`src/hdl/ocsv_pkg.sv`:
```
package ocsv_pkg;

   localparam int CODE_CHARS        = 8;
   localparam int PRICE_FRAC_DIGITS = 4;
   localparam int TIME_DIGITS       = 12;

   localparam logic [1:0] STATUS_OK    = 2'd0;
   localparam logic [1:0] STATUS_BAD   = 2'd1;
   localparam logic [1:0] STATUS_OVF   = 2'd2;
   localparam logic [1:0] STATUS_EARLY = 2'd3;

   localparam logic [3:0] FLD_ID     = 4'd0;
   localparam logic [3:0] FLD_CODE   = 4'd1;
   localparam logic [3:0] FLD_SIDE   = 4'd2;
   localparam logic [3:0] FLD_TIME   = 4'd3;
   localparam logic [3:0] FLD_ORDER  = 4'd4;
   localparam logic [3:0] FLD_ACTION = 4'd5;
   localparam logic [3:0] FLD_PRICE  = 4'd6;
   localparam logic [3:0] FLD_QTY    = 4'd7;
   localparam logic [3:0] FLD_TREF   = 4'd8;
   localparam logic [3:0] FLD_TPRICE = 4'd9;

   localparam logic [1:0] ACTION_TRADE = 2'd2;

   localparam logic [7:0] CHAR_COMMA = 8'h2C;
   localparam logic [7:0] CHAR_PLUS  = 8'h2B;
   localparam logic [7:0] CHAR_MINUS = 8'h2D;
   localparam logic [7:0] CHAR_POINT = 8'h2E;
   localparam logic [7:0] CHAR_ZERO  = 8'h30;
   localparam logic [7:0] CHAR_TWO   = 8'h32;
   localparam logic [7:0] CHAR_NINE  = 8'h39;
   localparam logic [7:0] CHAR_A     = 8'h41;
   localparam logic [7:0] CHAR_Z     = 8'h5A;
   localparam logic [7:0] CHAR_B     = 8'h42;
   localparam logic [7:0] CHAR_S     = 8'h53;

   typedef struct packed {
      logic [7:0] char_byte;
      logic       line_end;
   } req_word_type;

   typedef struct packed {
      logic [1:0]         status;
      logic signed [31:0] event_id;
      logic [63:0]        security_code;
      logic               is_sell;
      logic [38:0]        time_us;
      logic [63:0]        order_ref;
      logic [1:0]         action_code;
      logic [47:0]        price;
      logic signed [31:0] quantity;
      logic [63:0]        trade_ref;
      logic [47:0]        trade_price;
   } rsp_word_type;

   function automatic logic [26:0] pow10(input logic [3:0] n);
      logic [26:0] v;
      unique case (n)
         4'd0:    v = 27'd1;
         4'd1:    v = 27'd10;
         4'd2:    v = 27'd100;
         4'd3:    v = 27'd1000;
         4'd4:    v = 27'd10000;
         4'd5:    v = 27'd100000;
         4'd6:    v = 27'd1000000;
         4'd7:    v = 27'd10000000;
         4'd8:    v = 27'd100000000;
         default: v = 27'd0;
      endcase
      return v;
   endfunction

endpackage

```
`src/hdl/ocsv_time_conv.sv`:
```
module ocsv_time_conv (
   input  logic        clock,
   input  logic [47:0] time_bcd,
   output logic [38:0] time_us
);
   import ocsv_pkg::*;

   logic [38:0] time_us_ff;
   logic [38:0] time_us_in;
   logic [6:0]  hh, mm, ss;
   logic [9:0]  ms, us;

   always_comb begin
      hh = 7'(time_bcd[47:44] * 4'd10) + 7'(time_bcd[43:40]);
      mm = 7'(time_bcd[39:36] * 4'd10) + 7'(time_bcd[35:32]);
      ss = 7'(time_bcd[31:28] * 4'd10) + 7'(time_bcd[27:24]);
      ms = 10'(time_bcd[23:20] * 7'd100) + 10'(time_bcd[19:16] * 4'd10) + 10'(time_bcd[15:12]);
      us = 10'(time_bcd[11:8] * 7'd100) + 10'(time_bcd[7:4] * 4'd10) + 10'(time_bcd[3:0]);
      time_us_in = 39'(hh * 39'd3600000000) + 39'(mm * 39'd60000000)
                 + 39'(ss * 39'd1000000) + 39'(ms * 39'd1000) + 39'(us);
   end

   always_ff @(posedge clock) begin
      time_us_ff <= time_us_in;
   end

   assign time_us = time_us_ff;

endmodule

```
`src/hdl/ocsv_parser.sv`:
```
module ocsv_parser (
   input  logic                  clock,
   input  logic                  reset,
   input  logic                  accept,
   input  ocsv_pkg::req_word_type req_word,
   input  logic [38:0]           time_us,
   output logic [47:0]           time_bcd,
   output logic                  rsp_write,
   output ocsv_pkg::rsp_word_type rsp_data
);
   import ocsv_pkg::*;

   logic [3:0]  field_ff, field_in;
   logic [63:0] acc_ff, acc_in;
   logic [4:0]  dc_ff, dc_in;
   logic        neg_ff, neg_in;
   logic [3:0]  fs_ff, fs_in;
   logic [47:0] bcd_ff, bcd_in;
   logic [1:0]  err_ff, err_in;
   logic [31:0] id_ff, id_in;
   logic [63:0] code_ff, code_in;
   logic        sell_ff, sell_in;
   logic [47:0] tbcd_ff, tbcd_in;
   logic [63:0] oref_ff, oref_in;
   logic [1:0]  act_ff, act_in;
   logic [47:0] price_ff, price_in;
   logic [31:0] qty_ff, qty_in;
   logic [63:0] tref_ff, tref_in;

   logic [7:0]  c;
   logic        is_digit, is_comma, is_alnum, trade, start;
   logic [3:0]  d;
   logic [1:0]  err_new, err_fin;
   logic [35:0] dec_nv;
   logic [35:0] dec_lim;
   logic [67:0] wide_nv;
   logic [55:0] int_nv, frac_nv;
   logic [4:0]  dc_bump;
   logic [31:0] acc_neg;

   always_comb begin
      c        = req_word.char_byte;
      is_digit = (c >= CHAR_ZERO) && (c <= CHAR_NINE);
      is_comma = (c == CHAR_COMMA);
      is_alnum = is_digit || ((c >= CHAR_A) && (c <= CHAR_Z));
      d        = is_digit ? 4'(c - CHAR_ZERO) : 4'd0;
      trade    = (act_ff == ACTION_TRADE);
      dec_nv   = {1'b0, acc_ff[31:0], 3'b0} + {3'b0, acc_ff[31:0], 1'b0} + 36'(d);
      dec_lim  = neg_ff ? 36'h080000000 : 36'h07FFFFFFF;
      wide_nv  = {1'b0, acc_ff, 3'b0} + {3'b0, acc_ff, 1'b0} + 68'(d);
      int_nv   = {5'b0, acc_ff[47:0], 3'b0} + {7'b0, acc_ff[47:0], 1'b0}
               + 56'(d * pow10(4'(PRICE_FRAC_DIGITS)));
      frac_nv  = {8'b0, acc_ff[47:0]} + 56'(d * pow10(4'(PRICE_FRAC_DIGITS) - fs_ff));
      dc_bump  = (dc_ff == 5'd31) ? dc_ff : dc_ff + 5'd1;
      acc_neg  = neg_ff ? (32'd0 - acc_ff[31:0]) : acc_ff[31:0];
   end

   always_comb begin
      field_in = field_ff;
      acc_in   = acc_ff;
      dc_in    = dc_ff;
      neg_in   = neg_ff;
      fs_in    = fs_ff;
      bcd_in   = bcd_ff;
      id_in    = id_ff;
      code_in  = code_ff;
      sell_in  = sell_ff;
      tbcd_in  = tbcd_ff;
      oref_in  = oref_ff;
      act_in   = act_ff;
      price_in = price_ff;
      qty_in   = qty_ff;
      tref_in  = tref_ff;
      err_new  = STATUS_OK;
      start    = 1'b0;
      if (accept && (err_ff == STATUS_OK)) begin
         if ((field_ff >= FLD_TREF) && !trade) begin
            if ((field_ff == FLD_TREF) && is_comma) begin
               field_in = FLD_TPRICE;
               start    = 1'b1;
            end else begin
               err_new = STATUS_BAD;
            end
         end else if (is_comma) begin
            if (field_ff >= FLD_TPRICE) begin
               err_new = STATUS_BAD;
            end else begin
               unique case (field_ff)
                  FLD_CODE: code_in = acc_ff;
                  FLD_SIDE: begin
                     if (dc_ff != 5'd1) err_new = STATUS_BAD;
                     else sell_in = acc_ff[0];
                  end
                  FLD_ACTION: begin
                     if (dc_ff != 5'd1) err_new = STATUS_BAD;
                     else act_in = acc_ff[1:0];
                  end
                  FLD_TIME: begin
                     if (dc_ff == 5'd0) err_new = STATUS_BAD;
                     else tbcd_in = bcd_ff;
                  end
                  FLD_ID: begin
                     if (dc_ff == 5'd0) err_new = STATUS_BAD;
                     else id_in = acc_neg;
                  end
                  FLD_QTY: begin
                     if (dc_ff == 5'd0) err_new = STATUS_BAD;
                     else qty_in = acc_neg;
                  end
                  FLD_ORDER: begin
                     if (dc_ff == 5'd0) err_new = STATUS_BAD;
                     else oref_in = acc_ff;
                  end
                  FLD_PRICE: begin
                     if (dc_ff == 5'd0) err_new = STATUS_BAD;
                     else price_in = acc_ff[47:0];
                  end
                  default: begin
                     if (dc_ff == 5'd0) err_new = STATUS_BAD;
                     else tref_in = acc_ff;
                  end
               endcase
               if (err_new == STATUS_OK) begin
                  field_in = field_ff + 4'd1;
                  start    = 1'b1;
               end
            end
         end else begin
            unique case (field_ff)
               FLD_ID, FLD_QTY: begin
                  if ((c == CHAR_PLUS) || (c == CHAR_MINUS)) begin
                     if ((dc_ff == 5'd0) && (fs_ff == 4'd0)) begin
                        fs_in  = 4'd1;
                        neg_in = (c == CHAR_MINUS);
                     end else begin
                        err_new = STATUS_BAD;
                     end
                  end else if (is_digit) begin
                     if (dec_nv > dec_lim) err_new = STATUS_OVF;
                     else begin
                        acc_in = 64'(dec_nv);
                        dc_in  = dc_bump;
                     end
                  end else begin
                     err_new = STATUS_BAD;
                  end
               end
               FLD_CODE: begin
                  if (!is_alnum) err_new = STATUS_BAD;
                  else if (dc_ff >= 5'(CODE_CHARS)) err_new = STATUS_OVF;
                  else begin
                     for (int k = 0; k < 8; k++) begin
                        if (dc_ff[2:0] == 3'(k)) acc_in[63 - 8 * k -: 8] = c;
                     end
                     dc_in = dc_ff + 5'd1;
                  end
               end
               FLD_SIDE: begin
                  if ((dc_ff == 5'd0) && ((c == CHAR_B) || (c == CHAR_S))) begin
                     acc_in = {63'b0, (c == CHAR_S)};
                     dc_in  = 5'd1;
                  end else begin
                     err_new = STATUS_BAD;
                  end
               end
               FLD_ACTION: begin
                  if ((dc_ff == 5'd0) && (c >= CHAR_ZERO) && (c <= CHAR_TWO)) begin
                     acc_in = 64'(d);
                     dc_in  = 5'd1;
                  end else begin
                     err_new = STATUS_BAD;
                  end
               end
               FLD_TIME: begin
                  if (!is_digit) err_new = STATUS_BAD;
                  else if (bcd_ff[4 * TIME_DIGITS - 1 -: 4] != 4'd0) err_new = STATUS_OVF;
                  else begin
                     bcd_in = {bcd_ff[43:0], d};
                     dc_in  = dc_bump;
                  end
               end
               FLD_ORDER, FLD_TREF: begin
                  if (!is_digit) err_new = STATUS_BAD;
                  else if (wide_nv[67:64] != 4'd0) err_new = STATUS_OVF;
                  else begin
                     acc_in = wide_nv[63:0];
                     dc_in  = dc_bump;
                  end
               end
               FLD_PRICE, FLD_TPRICE: begin
                  if (c == CHAR_POINT) begin
                     if (fs_ff == 4'd0) fs_in = 4'd1;
                     else err_new = STATUS_BAD;
                  end else if (is_digit) begin
                     if (fs_ff == 4'd0) begin
                        if (int_nv[55:48] != 8'd0) err_new = STATUS_OVF;
                        else acc_in = {16'b0, int_nv[47:0]};
                     end else if (fs_ff <= 4'(PRICE_FRAC_DIGITS)) begin
                        if (frac_nv[55:48] != 8'd0) err_new = STATUS_OVF;
                        else begin
                           acc_in = {16'b0, frac_nv[47:0]};
                           fs_in  = fs_ff + 4'd1;
                        end
                     end
                     if (err_new == STATUS_OK) dc_in = dc_bump;
                  end else begin
                     err_new = STATUS_BAD;
                  end
               end
               default: err_new = STATUS_BAD;
            endcase
         end
      end
      if (start) begin
         acc_in = '0;
         bcd_in = '0;
         dc_in  = '0;
         neg_in = 1'b0;
         fs_in  = '0;
      end
      if (accept && req_word.line_end && (err_ff == STATUS_OK) && (err_new == STATUS_OK)) begin
         if (field_in != FLD_TPRICE) err_new = STATUS_EARLY;
         else if (trade && (dc_in == 5'd0)) err_new = STATUS_BAD;
      end
      err_fin = (err_ff != STATUS_OK) ? err_ff : err_new;
      err_in  = err_fin;
   end

   assign rsp_write = accept && req_word.line_end;
   assign time_bcd  = tbcd_ff;

   always_comb begin
      rsp_data        = '0;
      rsp_data.status = err_fin;
      if (err_fin == STATUS_OK) begin
         rsp_data.event_id      = id_ff;
         rsp_data.security_code = code_ff;
         rsp_data.is_sell       = sell_ff;
         rsp_data.time_us       = time_us;
         rsp_data.order_ref     = oref_ff;
         rsp_data.action_code   = act_ff;
         rsp_data.price         = price_ff;
         rsp_data.quantity      = qty_ff;
         rsp_data.trade_ref     = tref_ff;
         rsp_data.trade_price   = trade ? acc_in[47:0] : 48'd0;
      end
   end

   always_ff @(posedge clock) begin
      if (reset || rsp_write) begin
         field_ff <= FLD_ID;
         acc_ff   <= '0;
         dc_ff    <= '0;
         neg_ff   <= 1'b0;
         fs_ff    <= '0;
         bcd_ff   <= '0;
         err_ff   <= STATUS_OK;
         id_ff    <= '0;
         code_ff  <= '0;
         sell_ff  <= 1'b0;
         tbcd_ff  <= '0;
         oref_ff  <= '0;
         act_ff   <= '0;
         price_ff <= '0;
         qty_ff   <= '0;
         tref_ff  <= '0;
      end else begin
         field_ff <= field_in;
         acc_ff   <= acc_in;
         dc_ff    <= dc_in;
         neg_ff   <= neg_in;
         fs_ff    <= fs_in;
         bcd_ff   <= bcd_in;
         err_ff   <= err_in;
         id_ff    <= id_in;
         code_ff  <= code_in;
         sell_ff  <= sell_in;
         tbcd_ff  <= tbcd_in;
         oref_ff  <= oref_in;
         act_ff   <= act_in;
         price_ff <= price_in;
         qty_ff   <= qty_in;
         tref_ff  <= tref_in;
      end
   end

endmodule

```
`src/hdl/ocsv_rsp_fifo.sv`:
```
module ocsv_rsp_fifo (
   input  logic                  clock,
   input  logic                  reset,
   input  logic                  wr_en,
   input  ocsv_pkg::rsp_word_type wr_data,
   output logic                  full,
   output logic                  rsp_valid,
   input  logic                  rsp_ready,
   output ocsv_pkg::rsp_word_type rsp_word
);
   import ocsv_pkg::*;

   rsp_word_type mem [2];
   logic         wr_ptr_ff, wr_ptr_in;
   logic         rd_ptr_ff, rd_ptr_in;
   logic [1:0]   cnt_ff, cnt_in;
   logic         rd_en;

   always_comb begin
      rd_en     = rsp_valid && rsp_ready;
      wr_ptr_in = wr_en ? ~wr_ptr_ff : wr_ptr_ff;
      rd_ptr_in = rd_en ? ~rd_ptr_ff : rd_ptr_ff;
      cnt_in    = cnt_ff + 2'(wr_en) - 2'(rd_en);
   end

   always_ff @(posedge clock) begin
      if (wr_en) begin
         mem[wr_ptr_ff] <= wr_data;
      end
   end

   always_ff @(posedge clock) begin
      if (reset) begin
         wr_ptr_ff <= 1'b0;
         rd_ptr_ff <= 1'b0;
         cnt_ff    <= 2'd0;
      end else begin
         wr_ptr_ff <= wr_ptr_in;
         rd_ptr_ff <= rd_ptr_in;
         cnt_ff    <= cnt_in;
      end
   end

   assign full      = (cnt_ff == 2'd2);
   assign rsp_valid = (cnt_ff != 2'd0);
   assign rsp_word  = mem[rd_ptr_ff];

endmodule

```
`src/hdl/order_event_csv_line_parser_core.sv`:
```
// Parses one comma-separated order-event line, one byte per word on the req_ channel, and
// returns one decoded event on the rsp_ channel for the word flagged line_end. A byte is
// taken every cycle: each byte passes through the digit and field logic as it is accepted, and
// the event leaves through a two-word output buffer, so req_ready drops only while two events
// wait unread. The event is registered in that buffer and shows on rsp_ behind any unread ones.
module order_event_csv_line_parser_core (
   input  logic                  clock,
   input  logic                  reset,
   input  logic                  req_valid,
   output logic                  req_ready,
   input  ocsv_pkg::req_word_type req_word,
   output logic                  rsp_valid,
   input  logic                  rsp_ready,
   output ocsv_pkg::rsp_word_type rsp_word
);
   import ocsv_pkg::*;

   logic         accept;
   logic         full;
   logic         rsp_write;
   logic [47:0]  time_bcd;
   logic [38:0]  time_us;
   rsp_word_type rsp_data;

   assign req_ready = !full;
   assign accept    = req_valid && req_ready;

   ocsv_parser u_parser (
      .clock     (clock),
      .reset     (reset),
      .accept    (accept),
      .req_word  (req_word),
      .time_us   (time_us),
      .time_bcd  (time_bcd),
      .rsp_write (rsp_write),
      .rsp_data  (rsp_data)
   );

   ocsv_time_conv u_time_conv (
      .clock    (clock),
      .time_bcd (time_bcd),
      .time_us  (time_us)
   );

   ocsv_rsp_fifo u_rsp_fifo (
      .clock     (clock),
      .reset     (reset),
      .wr_en     (rsp_write),
      .wr_data   (rsp_data),
      .full      (full),
      .rsp_valid (rsp_valid),
      .rsp_ready (rsp_ready),
      .rsp_word  (rsp_word)
   );

`ifndef SYNTH
   a_err_zero: assert property (@(posedge clock) disable iff (reset)
      rsp_valid && (rsp_word.status != STATUS_OK) |->
         (rsp_word.event_id == 0) && (rsp_word.order_ref == 0) && (rsp_word.time_us == 0))
      else $error("error event carries field data");
   a_full_valid: assert property (@(posedge clock) disable iff (reset)
      !req_ready |-> rsp_valid)
      else $error("input stalled with no event pending");
   a_trade_only: assert property (@(posedge clock) disable iff (reset)
      rsp_valid && (rsp_word.action_code != ACTION_TRADE) |->
         (rsp_word.trade_ref == 0) && (rsp_word.trade_price == 0))
      else $error("trade fields set on non-trade event");
   a_action_ok: assert property (@(posedge clock) disable iff (reset)
      rsp_valid && (rsp_word.status == STATUS_OK) |-> (rsp_word.action_code != 2'd3))
      else $error("undefined action code");
`endif

endmodule

```
`config.mk`:
```
export PLATFORM = sky130hd
export DESIGN_NAME = order_event_csv_line_parser_core
export DESIGN_NICKNAME = d
export VERILOG_FILES = /design/src/hdl/ocsv_pkg.sv /design/src/hdl/ocsv_time_conv.sv /design/src/hdl/ocsv_parser.sv /design/src/hdl/ocsv_rsp_fifo.sv /design/src/hdl/order_event_csv_line_parser_core.sv
export SDC_FILE = /design/constraint.sdc
export NUM_CORES = 2
export LEC_CHECK = 0
export ABC_CLOCK_PERIOD_IN_PS = 24500
export BUFFER_PORTS_ARGS = -buffer_cell sky130_fd_sc_hd__buf_2
export CAP_MARGIN = 20
export CORE_ASPECT_RATIO = 1.5
export CORE_UTILIZATION = 63
export DETAILED_ROUTE_END_ITERATION = 16
export PLACE_DENSITY_LB_ADDON = 0.12
export SYNTH_ARGS = -nofsm -noshare
export SYNTH_HDL_FRONTEND = slang
export SYNTH_SLANG_ARGS = --single-unit
```
`constraint.sdc`:
```
create_clock -name clock -period 24.5 [get_ports clock]
set_clock_uncertainty 0.05 [all_clocks]
set_input_delay 2.45 -clock clock [delete_from_list [all_inputs] [get_ports clock]]
set_output_delay 2.45 -clock clock [all_outputs]
set_load 0.03 [all_outputs]
```
==> flow_summary.toml <==
[run_status]
status = "finished, final reports clean"

[grt]
first_global_vias = 63300
track_usage = 0.401
grt_first_pass_wirelength_um = 383000
antenna_found_initial = 7
maximum_number_of_pins_on_one_net_before_global_route_repair = 198
grt_overflow_total = 0

[cells_and_area]
nets = 9112
flow.area_growth_from_synthesis_pct = 9.30
drive_gt1_frac = 0.142
most-common-layout-cells = "sky130_fd_sc_hd__nand2_1 (985), sky130_fd_sc_hd__edfxtp_1 (792), sky130_fd_sc_hd__nor2_1 (765)"
final_cell_count_no_fill = 9963
nFillCells = 9278
layout_commonest_cell = "sky130_fd_sc_hd__nand2_1"

[detailed_routing]
met3_wirelength_um = 21900
detail_route.wl_per_cell_um = 26.1
via_count = 63600
drt_first_iter_violations = 6037
drt_pre_antenna_iters = 6
drt-total-wl_um = 260000
dr_wl_met2_um = 127000
final_antenna_net_count = 0
met1_length_um = 90900
vias_per_cell = 6.39
drc_violations = 0
topRoutingLayerUsed = "met5"

[setup_path]
worst-endpoint-arrival_ns = 14.00
critical_path_required_ns = 24.94
crit_path_end_kind = "flop"
cpMostUsedCell = "sky130_fd_sc_hd__a21o_1"
timing_worst_setup_path_type = "primary input to flop"
worst_path_max_delay_cell = "sky130_fd_sc_hd__buf_4"
start_kind = "primary input"
crit_path_max_fanout = 161
critical-path-max-stage-delay_ns = 0.96

[floorplanning]
fp.dieArea_mm2 = 0.127
fp-row-count = 159
start_util = 0.635
die_height_um = 437
dieWidth_um = 292
pin_count = 411
core_region_area_mm2 = 0.125

[sta]
timing_hold_violations_final = 0
period_needed_ns = 13.56
clock.fmax_mhz = 73.7
finalSetupViolCount = 0
finalMaxSlewViolations = 0
worst-slew-pin-transition_ns = 1.27
grt_setup_unrepaired = "false"
slew_hr = 0.144
fin_tns_setup_ns = 0
min_period_over_period = 0.554
whs_ns = 0.303

[power]
power.density_cell_area_mw_per_mm2 = 68.1
peakVddDrop_mv = 0.0690
p_total_w = 0.00591
leakage_nw = 36.4

[cts]
post_cts_clock_slew_at_the_launch_and_capture_registers_of_the_worst_setup_and_hold_paths_ns = 0.06
cts_root_buf = "sky130_fd_sc_hd__clkbuf_16"
ctsLongestPathBuffers = 3
cts_hold_repair.buffers = 0
cts_setup_buffers = 0
cts_made_buffers = 113
clkSinkCount = 1319
clock_tree.htree_level_count = 3
cts.repair.resized = 0
tritoncts_clock_tree = "built"
insertion_delay_ns = 0.81

[synthesis]
syn-num-nets = 8915
seq_area_frac_synth = 0.432
synth.avg_cell_area_um2 = 9.86
synth_top_cell_area_share = 0.300
synth.distinct_cells = 86
syn-instance-count = 8052
synth_edf_count = 792
most_area_hungry_cell_type_in_the_yosys_netlist = "sky130_fd_sc_hd__edfxtp_1"
postSynthRegisterBits = 1319
combined_area_of_all_synthesized_cells_mm2 = 0.0794
post_synth_main_area_contributors = "sky130_fd_sc_hd__edfxtp_1 (30%), sky130_fd_sc_hd__dfxtp_1 (13%), sky130_fd_sc_hd__ha_1 (9.4%)"
synth_async_sr_flop_share = 0
synth_flop_cell = "sky130_fd_sc_hd__edfxtp_1"
yosys_warnings = 0

[placement]
gp_congestion = 1.07
io_buffers = 410
dp_hpwl_um = 185000
placed_cells_incl_taps = 9740

[min_path]
hold_path_class = "flop to flop"

[flow_run]
max_cap_viol_count = 0
report_power, final:
group          internal (W)  switching, W
sequential          0.00245     0.0000546
clock               0.00105      0.000841
combinational      0.000428       0.00108
registers in the layout (all words and copies together) (netlist names), 2 cells and up, named ones only:
name	flops
u_parser.qty_ff	32
u_parser.acc_ff	64
u_parser.id_ff	32
u_parser.field_ff	4
u_time_conv.time_us	39
u_parser.tref_ff	64
u_parser.act_ff	2
u_rsp_fifo.mem	792
u_parser.time_bcd	48
u_parser.oref_ff	64
u_parser.err_ff	2
u_parser.dc_ff	5
u_parser.fs_ff	4
u_parser.bcd_ff	48
u_rsp_fifo.cnt_ff	2
u_parser.code_ff	64
u_parser.price_ff	48
final cells by class:
cell class | count | area, um^2 | share of cell area
antenna | 3 | 7.51 | 0.0000865
timing repair buffer | 523 | 2980 | 0.0343
clock inverter | 58 | 709 | 0.00817
multi-input combinational | 5799 | 41600 | 0.480
sequential | 1319 | 34300 | 0.396
inverter | 493 | 1850 | 0.0213
clock buffer | 158 | 3250 | 0.0375
tap | 1610 | 2010 | 0.0232
cells by family after synthesis:
group / Yosys count / share of synthesized area
xor+xnor: 341 / 0.0376
buf+inv: 934 / 0.0449
flops: 1319 / 0.432
fa+ha+maj: 850 / 0.158
other cells: 1 / 0.0000472
compound gates: 1506 / 0.118
simple gates: 2670 / 0.148
mux: 431 / 0.0607
cell usage after synthesis (40+ instances only):
cell type,count
sky130_fd_sc_hd__nand2_1,987
sky130_fd_sc_hd__edfxtp_1,792
sky130_fd_sc_hd__nor2_1,770
sky130_fd_sc_hd__a21oi_1,655
sky130_fd_sc_hd__ha_1,595
sky130_fd_sc_hd__dfxtp_1,527
sky130_fd_sc_hd__inv_1,492
sky130_fd_sc_hd__nand3_1,458
sky130_fd_sc_hd__mux2_2,401
sky130_fd_sc_hd__clkbuf_1,379
sky130_fd_sc_hd__fa_1,255
sky130_fd_sc_hd__xnor2_1,229
sky130_fd_sc_hd__o21ai_0,205
sky130_fd_sc_hd__xor2_1,112
sky130_fd_sc_hd__a211oi_1,109
sky130_fd_sc_hd__a21o_1,107
sky130_fd_sc_hd__nor3_1,102
sky130_fd_sc_hd__a31oi_1,52
sky130_fd_sc_hd__o21bai_1,51
sky130_fd_sc_hd__o21a_1,49
sky130_fd_sc_hd__and3_1,41
sky130_fd_sc_hd__nand4_1,41
sky130_fd_sc_hd__nor2b_1,40
worst paths after layout:
path,slack (ns),end,from,depth (start not counted)
hold / removal,0.30,u_time_conv.time_us[0],u_parser.time_bcd[0],0
hold reg to reg,0.30,u_time_conv.time_us[0],u_parser.time_bcd[0],0
setup / recovery,10.94,u_rsp_fifo.mem[1][325],req_word[7],35
setup reg to reg,13.21,u_rsp_fifo.mem[1][325],u_parser.fs_ff[0],30
stage by stage:
step / util / worst slack, ns / instance area (um^2)
2_1_floorplan: - / 3.06 / 79400
5_1_grt: 0.693 / 10.53 / 86800
3_3_place_gp: 0.661 / 10.82 / 82800
6_report: 0.694 / 10.94 / 86800
4_1_cts: 0.693 / 11.34 / 86700
3_5_place_dp: 0.661 / 10.54 / 82800
layer usage:
metal	track usage	vias up
met5	0	-
met3	0.0709	795
met2	0.681	3159
li1	-	28600
met1	0.455	31000
met4	0.285	10
worst max-delay path, delay by kind of cell:
kind	cells	cell delay (ns)
adders and majority gates	3	0.91
and+or+nand+nor	8	3.42
xor gates and xnor gates	2	0.36
AOI/OAI and AO/OA	18	4.28
buffers and inverters	4	2.29
(Power assumes the default switching activity.)
